===== src/hdl/aec_pkg.sv =====
// Shared types, constants and helper functions of the alarm escalation controller.
`default_nettype none
package aec_pkg;

	localparam int CACHE_DEPTH = 8;
	localparam int IDX_W = (CACHE_DEPTH > 1) ? $clog2(CACHE_DEPTH) : 1;
	localparam int CNT_W = $clog2(CACHE_DEPTH + 1);
	localparam int POS_W = CNT_W + 1;

	localparam int CFG_IDX_W = 2;
	localparam int CFG_W = 16;

	localparam logic [15:0] PRE_ALARM_TICKS_RST = 16'd15000;
	localparam logic [15:0] ACKED_TICKS_RST = 16'd2000;
	localparam logic [3:0] RETRY_LIMIT_RST = 4'd3;

	localparam logic [3:0] FALL_TYPE = 4'd7;
	localparam logic [3:0] TYPE_MANUAL = 4'd8;
	localparam logic [3:0] TYPE_CALL_FAMILY = 4'd9;
	localparam logic [3:0] LINK_FALL = 4'd6;
	localparam logic [3:0] LINK_MANUAL = 4'd7;
	localparam logic [3:0] LINK_CALL_FAMILY = 4'd9;
	localparam logic [3:0] LINK_NONE = 4'd0;

	typedef enum logic [1:0] {
		CFG_PRE_ALARM = 2'd0,
		CFG_ACKED = 2'd1,
		CFG_RETRY = 2'd2
	} cfg_index_t;

	typedef enum logic [2:0] {
		MODE_TRIGGER = 3'd0,
		MODE_CANCEL = 3'd1,
		MODE_ACK = 3'd2,
		MODE_TICK = 3'd3,
		MODE_RESEND = 3'd4,
		MODE_FIND = 3'd5
	} mode_t;

	typedef enum logic [1:0] {
		AL_IDLE = 2'd0,
		AL_PRE = 2'd1,
		AL_ALARM = 2'd2,
		AL_ACKED = 2'd3
	} alarm_t;

	typedef enum logic [1:0] {
		CTL_IDLE,
		CTL_EXEC,
		CTL_WALK
	} ctl_state_t;

	typedef enum logic [2:0] {
		OP_NONE,
		OP_LOAD,
		OP_SIMPLE,
		OP_ADVANCE,
		OP_ACK_DONE,
		OP_FIND_HIT,
		OP_EMPTY,
		OP_RESEND
	} op_t;

	typedef struct packed {
		op_t op;
		logic ack_mark;
	} cmd_t;

	typedef struct packed {
		logic [2:0] mode;
		logic walk_end;
		logic match;
		logic elig;
		logic more;
		logic out_free;
	} status_t;

	typedef struct packed {
		logic [2:0] mode;
		logic [3:0] trig_type;
		logic [15:0] alert_value;
		logic [31:0] time_stamp;
		logic [31:0] lookup_id;
	} ev_item_t;

	typedef struct packed {
		logic [1:0] alarm_state;
		logic record_valid;
		logic [31:0] record_id;
		logic [3:0] record_type;
		logic [15:0] record_value;
		logic [31:0] record_time;
		logic [3:0] record_retries;
		logic record_acked;
		logic last_result;
	} rec_item_t;

	function automatic logic [3:0] map_type(input logic [3:0] t);
		logic [3:0] r;
		if (t >= 4'd1 && t <= 4'd5) r = t;
		else if (t == FALL_TYPE) r = LINK_FALL;
		else if (t == TYPE_MANUAL) r = LINK_MANUAL;
		else if (t == TYPE_CALL_FAMILY) r = LINK_CALL_FAMILY;
		else r = LINK_NONE;
		return r;
	endfunction

	// Ring slot at an offset from the head, wrapped once.
	function automatic logic [IDX_W-1:0] slot_add(input logic [IDX_W-1:0] head,
			input logic [CNT_W-1:0] off);
		logic [POS_W-1:0] s;
		s = POS_W'(head) + POS_W'(off);
		if (s >= POS_W'(CACHE_DEPTH)) s = s - POS_W'(CACHE_DEPTH);
		return s[IDX_W-1:0];
	endfunction

endpackage
`default_nettype wire


===== src/hdl/aec_event_if.sv =====
// Input channel of alarm events: valid, ready and the event fields.
`default_nettype none
interface aec_event_if;
	logic valid;
	logic ready;
	logic [2:0] mode;
	logic [3:0] trig_type;
	logic [15:0] alert_value;
	logic [31:0] time_stamp;
	logic [31:0] lookup_id;

	modport source (output valid, output mode, output trig_type, output alert_value,
		output time_stamp, output lookup_id, input ready);
	modport sink (input valid, input mode, input trig_type, input alert_value,
		input time_stamp, input lookup_id, output ready);
endinterface
`default_nettype wire


===== src/hdl/aec_record_if.sv =====
// Output channel of alarm results: valid, ready and the result fields.
`default_nettype none
interface aec_record_if;
	logic valid;
	logic ready;
	logic [1:0] alarm_state;
	logic record_valid;
	logic [31:0] record_id;
	logic [3:0] record_type;
	logic [15:0] record_value;
	logic [31:0] record_time;
	logic [3:0] record_retries;
	logic record_acked;
	logic last_result;

	modport source (output valid, output alarm_state, output record_valid, output record_id,
		output record_type, output record_value, output record_time, output record_retries,
		output record_acked, output last_result, input ready);
	modport sink (input valid, input alarm_state, input record_valid, input record_id,
		input record_type, input record_value, input record_time, input record_retries,
		input record_acked, input last_result, output ready);
endinterface
`default_nettype wire


===== src/hdl/aec_controller.sv =====
// Sequencing state machine: capture, execute, and the cache walk for ack, find and resend.
`default_nettype none
module aec_controller (
	input  logic             clk,
	input  logic             arst_n,
	input  logic             ev_valid,
	output logic             ev_ready,
	input  aec_pkg::status_t status,
	output aec_pkg::cmd_t    cmd
);
	import aec_pkg::*;

	ctl_state_t state_q, state_d;

	always_ff @(posedge clk or negedge arst_n) begin
		if (!arst_n) state_q <= CTL_IDLE;
		else state_q <= state_d;
	end

	always_comb begin
		state_d = state_q;
		ev_ready = 1'b0;
		cmd.op = OP_NONE;
		cmd.ack_mark = 1'b0;
		unique case (state_q)
			CTL_IDLE: begin
				ev_ready = 1'b1;
				if (ev_valid) begin
					cmd.op = OP_LOAD;
					state_d = CTL_EXEC;
				end
			end
			CTL_EXEC: begin
				if (status.mode == MODE_ACK || status.mode == MODE_FIND ||
						status.mode == MODE_RESEND) begin
					state_d = CTL_WALK;
				end else if (status.out_free) begin
					cmd.op = OP_SIMPLE;
					state_d = CTL_IDLE;
				end
			end
			CTL_WALK: begin
				if (status.walk_end) begin
					if (status.out_free) begin
						cmd.op = (status.mode == MODE_ACK) ? OP_ACK_DONE : OP_EMPTY;
						state_d = CTL_IDLE;
					end
				end else if (status.mode == MODE_RESEND) begin
					if (!status.elig) cmd.op = OP_ADVANCE;
					else if (status.out_free) begin
						cmd.op = OP_RESEND;
						if (!status.more) state_d = CTL_IDLE;
					end
				end else if (!status.match) begin
					cmd.op = OP_ADVANCE;
				end else if (status.out_free) begin
					// first hit is the oldest matching entry
					if (status.mode == MODE_ACK) begin
						cmd.op = OP_ACK_DONE;
						cmd.ack_mark = 1'b1;
					end else begin
						cmd.op = OP_FIND_HIT;
					end
					state_d = CTL_IDLE;
				end
			end
			default: state_d = CTL_IDLE;
		endcase
	end

endmodule
`default_nettype wire


===== src/hdl/aec_datapath.sv =====
// Alarm state, configuration, ring cache of records, cache walk pointer and result register.
`default_nettype none
module aec_datapath (
	input  logic                               clk,
	input  logic                               arst_n,
	input  aec_pkg::cmd_t                      cmd,
	output aec_pkg::status_t                   status,
	input  aec_pkg::ev_item_t                  ev,
	input  logic                               cfg_wen,
	input  logic [aec_pkg::CFG_IDX_W-1:0]      cfg_index,
	input  logic [aec_pkg::CFG_W-1:0]          cfg_data,
	output aec_pkg::rec_item_t                 rec,
	output logic                               rec_valid,
	input  logic                               rec_ready
);
	import aec_pkg::*;

	logic [15:0] pre_ticks_q, acked_ticks_q;
	logic [3:0] retry_q;

	ev_item_t in_q;
	alarm_t alarm_q;
	logic [15:0] timeout_q;
	logic [3:0] cur_type_q;
	logic [15:0] cur_value_q;
	logic [31:0] event_q;
	logic [IDX_W-1:0] head_q;
	logic [CNT_W-1:0] count_q;
	logic [CNT_W-1:0] walk_q;

	logic [31:0] e_id [CACHE_DEPTH];
	logic [3:0] e_type [CACHE_DEPTH];
	logic [15:0] e_value [CACHE_DEPTH];
	logic [31:0] e_time [CACHE_DEPTH];
	logic [3:0] e_retries [CACHE_DEPTH];
	logic e_acked [CACHE_DEPTH];

	rec_item_t out_q, out_d;
	logic out_valid_q;
	logic out_free;
	logic emit;

	alarm_t nst, ack_st;
	logic [15:0] nto, ack_to;
	logic send;
	logic [3:0] ctype;
	logic [15:0] cval;
	logic [31:0] ev_next;
	logic [3:0] link_type;
	logic full;
	logic [IDX_W-1:0] send_slot, cur_slot;
	logic more;

	always_ff @(posedge clk or negedge arst_n) begin
		if (!arst_n) begin
			pre_ticks_q <= PRE_ALARM_TICKS_RST;
			acked_ticks_q <= ACKED_TICKS_RST;
			retry_q <= RETRY_LIMIT_RST;
		end else if (cfg_wen) begin
			unique case (cfg_index_t'(cfg_index))
				CFG_PRE_ALARM: pre_ticks_q <= cfg_data;
				CFG_ACKED: acked_ticks_q <= cfg_data;
				CFG_RETRY: retry_q <= cfg_data[3:0];
				default: ;
			endcase
		end
	end

	always_ff @(posedge clk) begin
		if (cmd.op == OP_LOAD) in_q <= ev;
	end

	assign cur_slot = slot_add(head_q, walk_q);
	assign full = (count_q == CNT_W'(CACHE_DEPTH));
	assign send_slot = full ? head_q : slot_add(head_q, count_q);
	assign ev_next = event_q + 32'd1;
	assign link_type = map_type(ctype);

	// modes without a cache walk: trigger, cancel, tick and the unknown codes
	always_comb begin
		nst = alarm_q;
		nto = timeout_q;
		send = 1'b0;
		ctype = cur_type_q;
		cval = cur_value_q;
		unique case (mode_t'(in_q.mode))
			MODE_TRIGGER: begin
				ctype = in_q.trig_type;
				cval = in_q.alert_value;
				if (in_q.trig_type == FALL_TYPE && alarm_q == AL_IDLE) begin
					nst = AL_PRE;
					nto = pre_ticks_q;
				end else if (!(in_q.trig_type == FALL_TYPE && alarm_q == AL_PRE)) begin
					nst = AL_ALARM;
					nto = 16'd0;
					send = 1'b1;
				end
			end
			MODE_CANCEL: begin
				if (alarm_q == AL_PRE || alarm_q == AL_ALARM) begin
					nst = AL_IDLE;
					nto = 16'd0;
				end
			end
			MODE_TICK: begin
				if (alarm_q == AL_PRE || alarm_q == AL_ACKED) begin
					if (timeout_q <= 16'd1) begin
						nto = 16'd0;
						if (alarm_q == AL_PRE) begin
							nst = AL_ALARM;
							send = 1'b1;
						end else begin
							nst = AL_IDLE;
						end
					end else begin
						nto = timeout_q - 16'd1;
					end
				end
			end
			default: ;
		endcase
	end

	always_comb begin
		ack_st = alarm_q;
		ack_to = timeout_q;
		if (alarm_q == AL_ALARM) begin
			ack_st = AL_ACKED;
			ack_to = acked_ticks_q;
		end
	end

	// any eligible entry later in the ring than the walk position
	always_comb begin
		logic [POS_W-1:0] pos_v;
		more = 1'b0;
		for (int s = 0; s < CACHE_DEPTH; s++) begin
			if (IDX_W'(s) >= head_q) pos_v = POS_W'(s) - POS_W'(head_q);
			else pos_v = POS_W'(s) + POS_W'(CACHE_DEPTH) - POS_W'(head_q);
			if (pos_v < POS_W'(count_q) && pos_v > POS_W'(walk_q) && !e_acked[s] &&
					e_retries[s] < retry_q) more = 1'b1;
		end
	end

	assign out_free = !out_valid_q || rec_ready;

	assign status.mode = in_q.mode;
	assign status.walk_end = (walk_q == count_q);
	assign status.match = (e_id[cur_slot] == in_q.lookup_id);
	assign status.elig = !e_acked[cur_slot] && (e_retries[cur_slot] < retry_q);
	assign status.more = more;
	assign status.out_free = out_free;

	always_ff @(posedge clk or negedge arst_n) begin
		if (!arst_n) begin
			alarm_q <= AL_IDLE;
			timeout_q <= 16'd0;
			cur_type_q <= 4'd0;
			cur_value_q <= 16'd0;
			event_q <= 32'd0;
			head_q <= '0;
			count_q <= '0;
			walk_q <= '0;
		end else begin
			unique case (cmd.op)
				OP_LOAD: walk_q <= '0;
				OP_ADVANCE, OP_RESEND: walk_q <= walk_q + 1'b1;
				OP_SIMPLE: begin
					alarm_q <= nst;
					timeout_q <= nto;
					cur_type_q <= ctype;
					cur_value_q <= cval;
					if (send) begin
						event_q <= ev_next;
						if (full) head_q <= slot_add(head_q, CNT_W'(1));
						else count_q <= count_q + 1'b1;
					end
				end
				OP_ACK_DONE: begin
					alarm_q <= ack_st;
					timeout_q <= ack_to;
				end
				default: ;
			endcase
		end
	end

	always_ff @(posedge clk) begin
		if (cmd.op == OP_SIMPLE && send) begin
			e_id[send_slot] <= ev_next;
			e_type[send_slot] <= link_type;
			e_value[send_slot] <= cval;
			e_time[send_slot] <= in_q.time_stamp;
			e_retries[send_slot] <= 4'd0;
			e_acked[send_slot] <= 1'b0;
		end else if (cmd.op == OP_ACK_DONE && cmd.ack_mark) begin
			e_acked[cur_slot] <= 1'b1;
		end else if (cmd.op == OP_RESEND) begin
			e_retries[cur_slot] <= e_retries[cur_slot] + 4'd1;
		end
	end

	assign emit = (cmd.op == OP_SIMPLE) || (cmd.op == OP_ACK_DONE) ||
		(cmd.op == OP_FIND_HIT) || (cmd.op == OP_EMPTY) || (cmd.op == OP_RESEND);

	always_comb begin
		out_d = '0;
		out_d.alarm_state = alarm_q;
		out_d.last_result = 1'b1;
		unique case (cmd.op)
			OP_SIMPLE: begin
				out_d.alarm_state = nst;
				if (send) begin
					out_d.record_valid = 1'b1;
					out_d.record_id = ev_next;
					out_d.record_type = link_type;
					out_d.record_value = cval;
					out_d.record_time = in_q.time_stamp;
				end
			end
			OP_ACK_DONE: out_d.alarm_state = ack_st;
			OP_FIND_HIT, OP_RESEND: begin
				out_d.record_valid = 1'b1;
				out_d.record_id = e_id[cur_slot];
				out_d.record_type = e_type[cur_slot];
				out_d.record_value = e_value[cur_slot];
				out_d.record_time = e_time[cur_slot];
				out_d.record_retries = e_retries[cur_slot];
				if (cmd.op == OP_FIND_HIT) out_d.record_acked = e_acked[cur_slot];
				else out_d.last_result = !more;
			end
			default: ;
		endcase
	end

	always_ff @(posedge clk or negedge arst_n) begin
		if (!arst_n) out_valid_q <= 1'b0;
		else if (emit) out_valid_q <= 1'b1;
		else if (rec_ready) out_valid_q <= 1'b0;
	end

	always_ff @(posedge clk) begin
		if (emit) out_q <= out_d;
	end

	assign rec = out_q;
	assign rec_valid = out_valid_q;

`ifndef NO_ASSERTIONS
	a_emit_into_free: assert property (@(posedge clk) disable iff (!arst_n)
		emit |-> out_free) else $error("result loaded over an untaken result");
	a_ring_grows_by_one: assert property (@(posedge clk) disable iff (!arst_n)
		1'b1 |=> (count_q == $past(count_q) || count_q == $past(count_q) + 1'b1))
		else $error("ring fill jumped");
	a_alarm_no_timeout: assert property (@(posedge clk) disable iff (!arst_n)
		(alarm_q == AL_ALARM) |-> (timeout_q == 16'd0)) else $error("countdown live in alarming");
`endif

endmodule
`default_nettype wire


===== src/hdl/alarm_escalation_controller_top.sv =====
// Top level of the alarm escalation controller: channels, configuration port and the two halves.
`default_nettype none
// Alarm escalation controller. Each event transaction (trigger, cancel, ack, one-ms tick,
// resend or find) moves the four-state alarm machine (idle, pre-alarm, alarming,
// acknowledged) and yields one or more result transactions, the final one flagged by
// last_result. Every entry to alarming and every trigger while alarming sends a record
// with a fresh event id into an eight-entry ring cache that drops its oldest entry when
// full. Trigger, cancel, tick and unknown modes pass through capture, then execute.
// Ack, find and resend walk the cache one entry per cycle, holding at a hit until the
// output register is free; a resend emits a record for each eligible entry it visits.
// A result waiting in the output register does not block acceptance of the next event,
// but a new result is loaded only once the previous one has been taken, so backpressure
// stretches the step.
// Configuration writes are registered and are meant for idle periods only.
module alarm_escalation_controller_top (
	input  logic                           clk,
	input  logic                           arst_n,
	aec_event_if.sink                      events,
	aec_record_if.source                   records,
	input  logic                           cfg_wen,
	input  logic [aec_pkg::CFG_IDX_W-1:0]  cfg_index,
	input  logic [aec_pkg::CFG_W-1:0]      cfg_data
);
	import aec_pkg::*;

	cmd_t cmd;
	status_t status;
	ev_item_t ev;
	rec_item_t rec;
	logic rec_valid;

	// pack the event fields for capture in the datapath
	assign ev.mode = events.mode;
	assign ev.trig_type = events.trig_type;
	assign ev.alert_value = events.alert_value;
	assign ev.time_stamp = events.time_stamp;
	assign ev.lookup_id = events.lookup_id;

	aec_controller u_ctl (
		.clk      (clk),
		.arst_n   (arst_n),
		.ev_valid (events.valid),
		.ev_ready (events.ready),
		.status   (status),
		.cmd      (cmd)
	);

	aec_datapath u_dp (
		.clk       (clk),
		.arst_n    (arst_n),
		.cmd       (cmd),
		.status    (status),
		.ev        (ev),
		.cfg_wen   (cfg_wen),
		.cfg_index (cfg_index),
		.cfg_data  (cfg_data),
		.rec       (rec),
		.rec_valid (rec_valid),
		.rec_ready (records.ready)
	);

	// drive the result channel straight from the output register
	assign records.valid = rec_valid;
	assign records.alarm_state = rec.alarm_state;
	assign records.record_valid = rec.record_valid;
	assign records.record_id = rec.record_id;
	assign records.record_type = rec.record_type;
	assign records.record_value = rec.record_value;
	assign records.record_time = rec.record_time;
	assign records.record_retries = rec.record_retries;
	assign records.record_acked = rec.record_acked;
	assign records.last_result = rec.last_result;

endmodule
`default_nettype wire

===== src/flat_wrapper.sv =====
// flat-port wrapper written by rule: the top's interface ports become plain ports
module alarm_escalation_controller_top_flat import aec_pkg::*;
  (clk, arst_n, cfg_wen, cfg_index, cfg_data, events_valid, events_mode, events_trig_type, events_alert_value, events_time_stamp, events_lookup_id, events_ready, records_valid, records_alarm_state, records_record_valid, records_record_id, records_record_type, records_record_value, records_record_time, records_record_retries, records_record_acked, records_last_result, records_ready);
  aec_event_if events_i ();
  aec_record_if records_i ();
  input  logic clk;
  input  logic arst_n;
  input  logic cfg_wen;
  input  logic [aec_pkg::CFG_IDX_W-1:0] cfg_index;
  input  logic [aec_pkg::CFG_W-1:0] cfg_data;
  input wire logic [$bits(events_i.valid)-1:0] events_valid;
  input wire logic [$bits(events_i.mode)-1:0] events_mode;
  input wire logic [$bits(events_i.trig_type)-1:0] events_trig_type;
  input wire logic [$bits(events_i.alert_value)-1:0] events_alert_value;
  input wire logic [$bits(events_i.time_stamp)-1:0] events_time_stamp;
  input wire logic [$bits(events_i.lookup_id)-1:0] events_lookup_id;
  output wire logic [$bits(events_i.ready)-1:0] events_ready;
  output wire logic [$bits(records_i.valid)-1:0] records_valid;
  output wire logic [$bits(records_i.alarm_state)-1:0] records_alarm_state;
  output wire logic [$bits(records_i.record_valid)-1:0] records_record_valid;
  output wire logic [$bits(records_i.record_id)-1:0] records_record_id;
  output wire logic [$bits(records_i.record_type)-1:0] records_record_type;
  output wire logic [$bits(records_i.record_value)-1:0] records_record_value;
  output wire logic [$bits(records_i.record_time)-1:0] records_record_time;
  output wire logic [$bits(records_i.record_retries)-1:0] records_record_retries;
  output wire logic [$bits(records_i.record_acked)-1:0] records_record_acked;
  output wire logic [$bits(records_i.last_result)-1:0] records_last_result;
  input wire logic [$bits(records_i.ready)-1:0] records_ready;
  assign events_i.valid = events_valid;
  assign events_i.mode = events_mode;
  assign events_i.trig_type = events_trig_type;
  assign events_i.alert_value = events_alert_value;
  assign events_i.time_stamp = events_time_stamp;
  assign events_i.lookup_id = events_lookup_id;
  assign events_ready = events_i.ready;
  assign records_valid = records_i.valid;
  assign records_alarm_state = records_i.alarm_state;
  assign records_record_valid = records_i.record_valid;
  assign records_record_id = records_i.record_id;
  assign records_record_type = records_i.record_type;
  assign records_record_value = records_i.record_value;
  assign records_record_time = records_i.record_time;
  assign records_record_retries = records_i.record_retries;
  assign records_record_acked = records_i.record_acked;
  assign records_last_result = records_i.last_result;
  assign records_i.ready = records_ready;
  alarm_escalation_controller_top u_core (.clk(clk), .arst_n(arst_n), .events(events_i), .records(records_i), .cfg_wen(cfg_wen), .cfg_index(cfg_index), .cfg_data(cfg_data));
endmodule

===== config.mk =====
export PLATFORM = sky130hd
export DESIGN_NAME = alarm_escalation_controller_top_flat
export DESIGN_NICKNAME = d
export VERILOG_FILES = /design/src/hdl/aec_pkg.sv /design/src/hdl/aec_event_if.sv /design/src/hdl/aec_record_if.sv /design/src/hdl/aec_controller.sv /design/src/hdl/aec_datapath.sv /design/src/hdl/alarm_escalation_controller_top.sv /design/src/flat_wrapper.sv
export SDC_FILE = /design/constraint.sdc
export NUM_CORES = 1
export LEC_CHECK = 0
export CORE_MARGIN = 2
export CORE_UTILIZATION = 63
export DETAILED_ROUTE_END_ITERATION = 8
export DONT_BUFFER_PORTS = 1
export GPL_ROUTABILITY_DRIVEN = 0
export HOLD_SLACK_MARGIN = 0.05
export PLACE_DENSITY_LB_ADDON = 0.1
export SETUP_SLACK_MARGIN = 0.2
export SLEW_MARGIN = 10
export SYNTH_ARGS = -nofsm -noshare
export SYNTH_HDL_FRONTEND = slang
export SYNTH_SLANG_ARGS = --single-unit

===== constraint.sdc =====
create_clock -name clk -period 12.1 [get_ports clk]
set_input_delay 1.21 -clock clk [delete_from_list [all_inputs] [get_ports clk]]
set_output_delay 1.21 -clock clk [all_outputs]
set_load 0.01 [all_outputs]

* Yosys cells after proc, flatten, opt, wreduce, memory -nomap -nowiden *
Memory sizes are Yosys's and may differ from the RTL's.
Index checks and enable logic that the tools add are counted.

cells by class
  add/subtract/negate cells = 27
  multiply operators = 0
  divide/modulo/power cells = 0
  $lt $le $gt $ge = 39
  equality and inequality tests = 36
  shifts and indexed selects = 0
  multiplexer cells = 98
  bitwise gates (word level) = 2
  reduce and logical (&&, ||, !) cells = 71

operators by type and width
  operator                                                          count
  case mux 85 bit (2 select lines)                                  1
  2-to-1 mux 16 bit                                                 7
  2-to-1 mux 85 bit                                                 1
  case mux 16 bit (3 select lines)                                  1
  > comparator 5 x 4 -> 1 bit                                       8
  less-than comparator 5 x 4 -> 1 bit                               8
  2-to-1 mux 5 bit                                                  8
  subtractor 4 x 3 -> 5 bit (first input constant)                  8
  2-to-1 mux 2 bit                                                  19
  less-than comparator 4 bit                                        9
  2-to-1 mux 3 bit                                                  12
  2-to-1 mux 1 bit                                                  35
  adder 32 x 1 -> 32 bit (second input constant)                    1
  equality test 32 bit                                              1
  case mux 16 bit (2 select lines)                                  1
  logical AND 1 bit                                                 30
  2-to-1 mux 4 bit                                                  7
  equality test 3 bit (second input constant)                       6
  less-or-equal comparator 16 x 1 -> 1 bit (second input constant)  1
  inequality test 4 x 3 -> 1 bit (second input constant)            4
  subtractor 16 x 1 -> 16 bit (second input constant)               1
  subtractor 3 x 3 -> 4 bit (first input constant)                  4
  adder 4 x 1 -> 4 bit (second input constant)                      3
  equality test 3 x 2 -> 1 bit (second input constant)              4
  40 further kinds                                                  93

word-level totals
  register bits = 300
  bits in latches = 0
  RAM bits = 712
  memory bits (read-only) = 0
  input port bits = 110
  output and inout bits = 95
  logic and storage cells = 306
  memories = 6

memories
  memory                 words  width  rd ports  clocked after Yosys merged registers in  wr ports  RTL line            RTL
  u_core.u_dp.e_id       8      32     1         0                                        1         aec_datapath.sv:31  logic [31:0] e_id [CACHE_DEPTH];
  u_core.u_dp.e_time     8      32     1         0                                        1         aec_datapath.sv:34  logic [31:0] e_time [CACHE_DEPTH];
  u_core.u_dp.e_value    8      16     1         0                                        1         aec_datapath.sv:33  logic [15:0] e_value [CACHE_DEPTH];
  u_core.u_dp.e_retries  8      4      9         0                                        1         aec_datapath.sv:35  logic [3:0] e_retries [CACHE_DEPTH];
  u_core.u_dp.e_type     8      4      1         0                                        1         aec_datapath.sv:32  logic [3:0] e_type [CACHE_DEPTH];
  u_core.u_dp.e_acked    8      1      9         0                                        1         aec_datapath.sv:36  logic e_acked [CACHE_DEPTH];

* Depth between registers and ports, before layout *
  depth after elaboration = 20
  mapped depth = 19
  depth with buffers taken out = 15

* Cells and area by module *
A second synthesis with hierarchy kept.

second synthesis, totals
  cells, all modules = 2,549
  area total of the unflattened synthesis = 42,742.2 um^2

by module, submodules not included
  module          instances  cells an instance  area an instance (um^2)  seq. area each (um^2)
  aec_datapath    1          2,512              42,450.7                 29,757.3
  aec_controller  1          37                 291.5                    50.0

* Worst setup path before layout *
OpenSTA, ideal clock, no wires.

  path type = input -> register
  start = input records_ready
  end = memory u_core.u_dp.e_retries[2][0] (enable)
  setup time = 0.332 ns
  arrival time = 9.336 ns
  required time = 11.768 ns
  slack = 2.432 ns
  stages on the path = 7
  path buffers = 1
  cells stage by stage = nor2b_1 > nor4b_1 > and2_1 > clkbuf_1 > nand2_1 > nor3b_1 > a31o_2

on the way
  longest elaborated chain between the ends = 13
  elaborated cells between the ends (all ways) = 29
  those cells by class = 3 x eq/ne; 22 x mux; 4 x reduce/logical

RTL lines
  what                                                                   RTL line                                    RTL
  start, declared                                                        flat_wrapper.sv:28                          input wire logic [$bits(records_i.ready)-1:0] records_ready;
  logical OR 1 bit *                                                     aec_datapath.sv:145                         assign out_free = !out_valid_q || rec_ready;
  2-to-1 mux 4 bit or 2-to-1 mux 3 bit (tied branches)                   aec_controller.sv:56, aec_controller.sv:50
  2-to-1 mux 3 bit (on tied branches)                                    aec_controller.sv:54, aec_controller.sv:49
  2-to-1 mux 3 bit                                                       aec_controller.sv:48                        end else if (status.mode == MODE_RESEND) begin
  2-to-1 mux 3 bit                                                       aec_controller.sv:43                        if (status.walk_end) begin
  case mux 3 bit (3 select lines)                                        aec_controller.sv:25                        unique case (state_q)
  equality test 3 bit (on tied branches)                                 aec_datapath.sv:198, aec_datapath.sv:196
  2-to-1 mux 1 bit or logical AND 1 bit (tied branches)                  aec_datapath.sv:198, aec_datapath.sv:196
  2-to-1 mux 1 bit                                                       aec_datapath.sv:196                         end else if (cmd.op == OP_ACK_DONE && cmd.ack_mark) begin
  2-to-1 mux 1 bit                                                       aec_datapath.sv:189                         if (cmd.op == OP_SIMPLE && send) begin
  2-to-1 mux 1 bit (not written as such)                                 aec_datapath.sv:199                         e_retries[cur_slot] <= e_retries[cur_slot] + 4'd1;
  OR reduction 4 bit (no source line)                                    -
  2-to-1 mux 3 bit (no source line) or 2-to-1 mux 1 bit (tied branches)  -
  end, declared                                                          aec_datapath.sv:35

Mark *: on every way between the ends. The rest lies on a longest branch, timed or not.

==> impl_metrics.csv <==
group,metric,value,unit
sta,setup_viol_count_final,0,
floorplan,core_area,66000,sq um
critical_path,crit_chain,"inv_1 -> ha_4 -> buf_4 -> buf_4 -> mux4_2 -> mux2i_1 -> xor2_1 -> o21ai_1 -> or4_1 -> nor4_2 -> a31oi_2 -> buf_4 -> a22oi_2 -> buf_4 -> buf_4 -> o21ai_0",
layout,layout.nets,2699,
global_routing,antenna_found_initial,3,
synthesis,synth_compound_area_frac,0.0421,
clock_network,cts_buffers,100,
critical_path,cpMostUsedCell,"buf_4",
clock_network,cts_tree,"yes",
clock_network,htreeDepth,3,
layout,syn_to_final_growth,10.5,%
synthesis,synthAdderAreaFrac,0.0316,
power,p_leak,16.0,nW
global_routing,grt_pass1_vias,22700,
clock_network,clkTransAtPathRegs,60,ps
critical_path,startpoint,"u_core.u_dp.head_q[0]$_DFFE_PN0P_",
clock_network,cts_buffer_depth,3,
power,ir_drop,0.000166,V
synthesis,synth.cell_area,42100,sq um
clock_network,clk_latency,670,ps
floorplan,die-area,68800,sq um
critical_path,required,12450,ps
drt,avgViaCountPerCell,6.45,
floorplan,initial_core_util,0.637,
global_routing,grt_pass1_wl,140000,um
run,drv_cap,0,
clock_network,ctsHoldBuffers,0,
critical_path,cpPeakStageDelay,950,ps
place,numPortBuffers,0,
synthesis,yosysMostFrequentCell,"edfxtp_1",
drt,remaining_drc_errors,0,
clock_network,cts_setup_buffers,0,
layout,n_antenna_cell,0,
synthesis,synth-main-ff-cell,"edfxtp_1",
layout,layout-drive-gt1-share,0.170,
sta,slew_headroom,0.236,
drt,vias,22200,
global_routing,grt_overflow,0,
critical_path,arrival,8600,ps
synthesis,seq_area_frac_synth,0.709,
critical_path,path_max_fanout,54,
drt,drtPass1Iterations,8,
synthesis,async_flop_share,0.119,
synthesis,synthSimpleGateAreaFrac,0.0453,
sta,hold_violations,0,
critical_path,rr_worst_depth,16,
critical_path,crit_type,"reg2reg",
drt,wl_per_cell,27.2,um
critical_path,worstReg2RegEnd,"u_core.u_dp.rec[35]$_DFFE_PP_",
critical_path,r2r-start,"u_core.u_dp.head_q[0]$_DFFE_PN0P_",
global_routing,track_usage,0.272,
floorplan,die_y,262,um
drt,drt-total-wl,93200,um
critical_path,startpoint_type,"flip-flop",
global_routing,grt_max_degree,121,
clock_network,post_cts_resized,0,
synthesis,synthXorXnorAreaFrac,0.0258,
sta,worst_pin_slew,1140,ps
power,cellPowerDensity,225,nW/um^2
sta,fin_skew,34.5,ps
synthesis,synth_top_family_by_area,"multiplexers",
synthesis,synth_cell_types,65,
synthesis,yosys_warnings,0,
synthesis,synth_nets,2660,
synthesis,synth_mux_area_frac,0.130,
layout,fillers,4126,
floorplan,die-width,262,um
sta,finalSetupTns,0,ps
synthesis,synth-seq-cells,1012,
sta,rsz0062_at_grt,"no",
place,hpwlAfterDp,53900,um
sta,period_minus_slack,8240,ps
layout,layout.cells.non_filler,3433,
synthesis,avgSynthCellArea,17.2,sq um
sta,fmax,0.121,GHz
power,power.total,10.4,mW
critical_path,crit_end,"u_core.u_dp.rec[35]$_DFFE_PP_",
critical_path,cpMaxStageDelayCell,"buf_4",
critical_path,reg2reg_slack,3860,ps
status,outcome,"finished, final reports clean",
synthesis,synthTopCellsByCount,"edfxtp_1, mux4_2, nand2_1",
synthesis,synth.area.top_cells,"edfxtp_1, mux4_2, dfrtp_1",
worst_hold_path,hold_class,"in2async",
floorplan,rows,94,
floorplan,pin_count,205,
drt,drt_iter0_drc,2425,
drt,ant_nets,0,
clock_network,cts-root-buf,"clkbuf_16",
critical_path,endpoint_kind,"flip-flop",
synthesis,synth_largest_type_area_fraction,0.637,
synthesis,synth_edf_count,892,
synthesis,synthCells,2445,
place,placed_cells,3246,
clock_network,clock-sinks,1012,
sta,fin_crit_sh,0.681,
synthesis,yosys.area.top_type,"edfxtp_1",
sta,final_max_slew_viol_count,0,
worst min path at each step:
stage / endpoint / slack, ps / depth (start not counted)
finish: u_core.u_dp.acked_ticks_q[13]$_DFFE_PN0P_ / 250 / 0
global route: u_core.u_dp.pre_ticks_q[8]$_DFFE_PN0P_ / 210 / 0
CTS: u_core.u_dp.cur_value_q[14]$_DFFE_PN0P_ / 220 / 0
detailed placement: u_core.u_dp.event_q[31]$_DFFE_PN0P_ / 490 / 1
global placement: u_core.u_ctl.state_q[0]$_DFFE_PN0P_ / 490 / 1
floorplan: u_core.u_ctl.state_q[0]$_DFFE_PN0P_ / 450 / 1
where the power goes:
| part | total, mW | internal [mW] | switching [mW] |
|---|---|---|---|
| Clock | 3.07 | 1.78 | 1.29 |
| Sequential | 4.49 | 4.24 | 0.249 |
| Combinational | 2.87 | 1.20 | 1.67 |
| Total | 10.4 | 7.23 | 3.21 |
worst max-delay path, delay by kind of cell (launching register included):
| family | cells | cell delay [ps] |
|---|---|---|
| buf+inv | 6 | 3300 |
| compound gates | 4 | 1290 |
| simple gates | 2 | 890 |
| fa+ha+maj | 1 | 850 |
| mux | 2 | 830 |
| flops | 1 | 480 |
| xor+xnor | 1 | 210 |
sequential cells by signal (all words and copies together), names as in the netlist, 8 cells and up:
register	count
u_core.u_dp.e_id	256
u_core.u_dp.e_time	256
u_core.u_dp.e_value	128
u_core.u_dp.rec	93
u_core.u_dp.in_q	84
u_core.u_dp.e_retries	32
u_core.u_dp.e_type	32
u_core.u_dp.event_q	32
u_core.u_dp.acked_ticks_q	16
u_core.u_dp.cur_value_q	16
u_core.u_dp.pre_ticks_q	16
u_core.u_dp.timeout_q	16
u_core.u_dp.e_acked	8
cells by family after synthesis:
group / Yosys count
compound gates: 288
xor+xnor: 123
fa+ha+maj: 105
buf+inv: 185
flops: 1012
mux: 337
simple gates: 395
routing by layer:
metal  GRT usage  wire, um  up-vias
li1            -         -     9611
met1       0.377     38300    11500
met2       0.454     46300      883
met3      0.0570      6850      130
met4      0.0612      1810        6
met5           0        40        -
layout by cell type, fill, tap and decap left out, types with 63 or more instances in the layout:
cell and instances:
nand2_1 137, a21oi_1 68, mux2i_1 135, xnor2_1 63, ha_1 102, o21ai_0 105
nor2_1 63, edfxtp_1 892, nand3_1 63, mux4_2 162, inv_1 79, dfrtp_1 105
clkbuf_16 104
final cells by class:
cell class                      count  area [sq um]  share of cell area
Clock buffer                      130          2760              0.0594
Inverter                           84           333             0.00716
Multi-Input combinational cell   1248         11700               0.251
Tap cell                          864          1080              0.0233
Timing Repair Buffer               38           285             0.00614
Sequential cell                  1012         29800               0.641
Clock inverter                     57           549              0.0118
through the flow:
stage | cell area (sq um) | utilization | setup slack (ps) | hold slack [ps]
after floorplan | 42100 | - | 2430 | 450
after global placement | 43200 | 0.654 | 3950 | 486
after detailed placement | 43200 | 0.654 | 3800 | 492
after CTS | 46500 | 0.704 | 3740 | 217
after global routing | 46500 | 0.704 | 3220 | 208
final | 46500 | 0.704 | 3860 | 251
No activity file was read; power rests on OpenSTA's default activity.
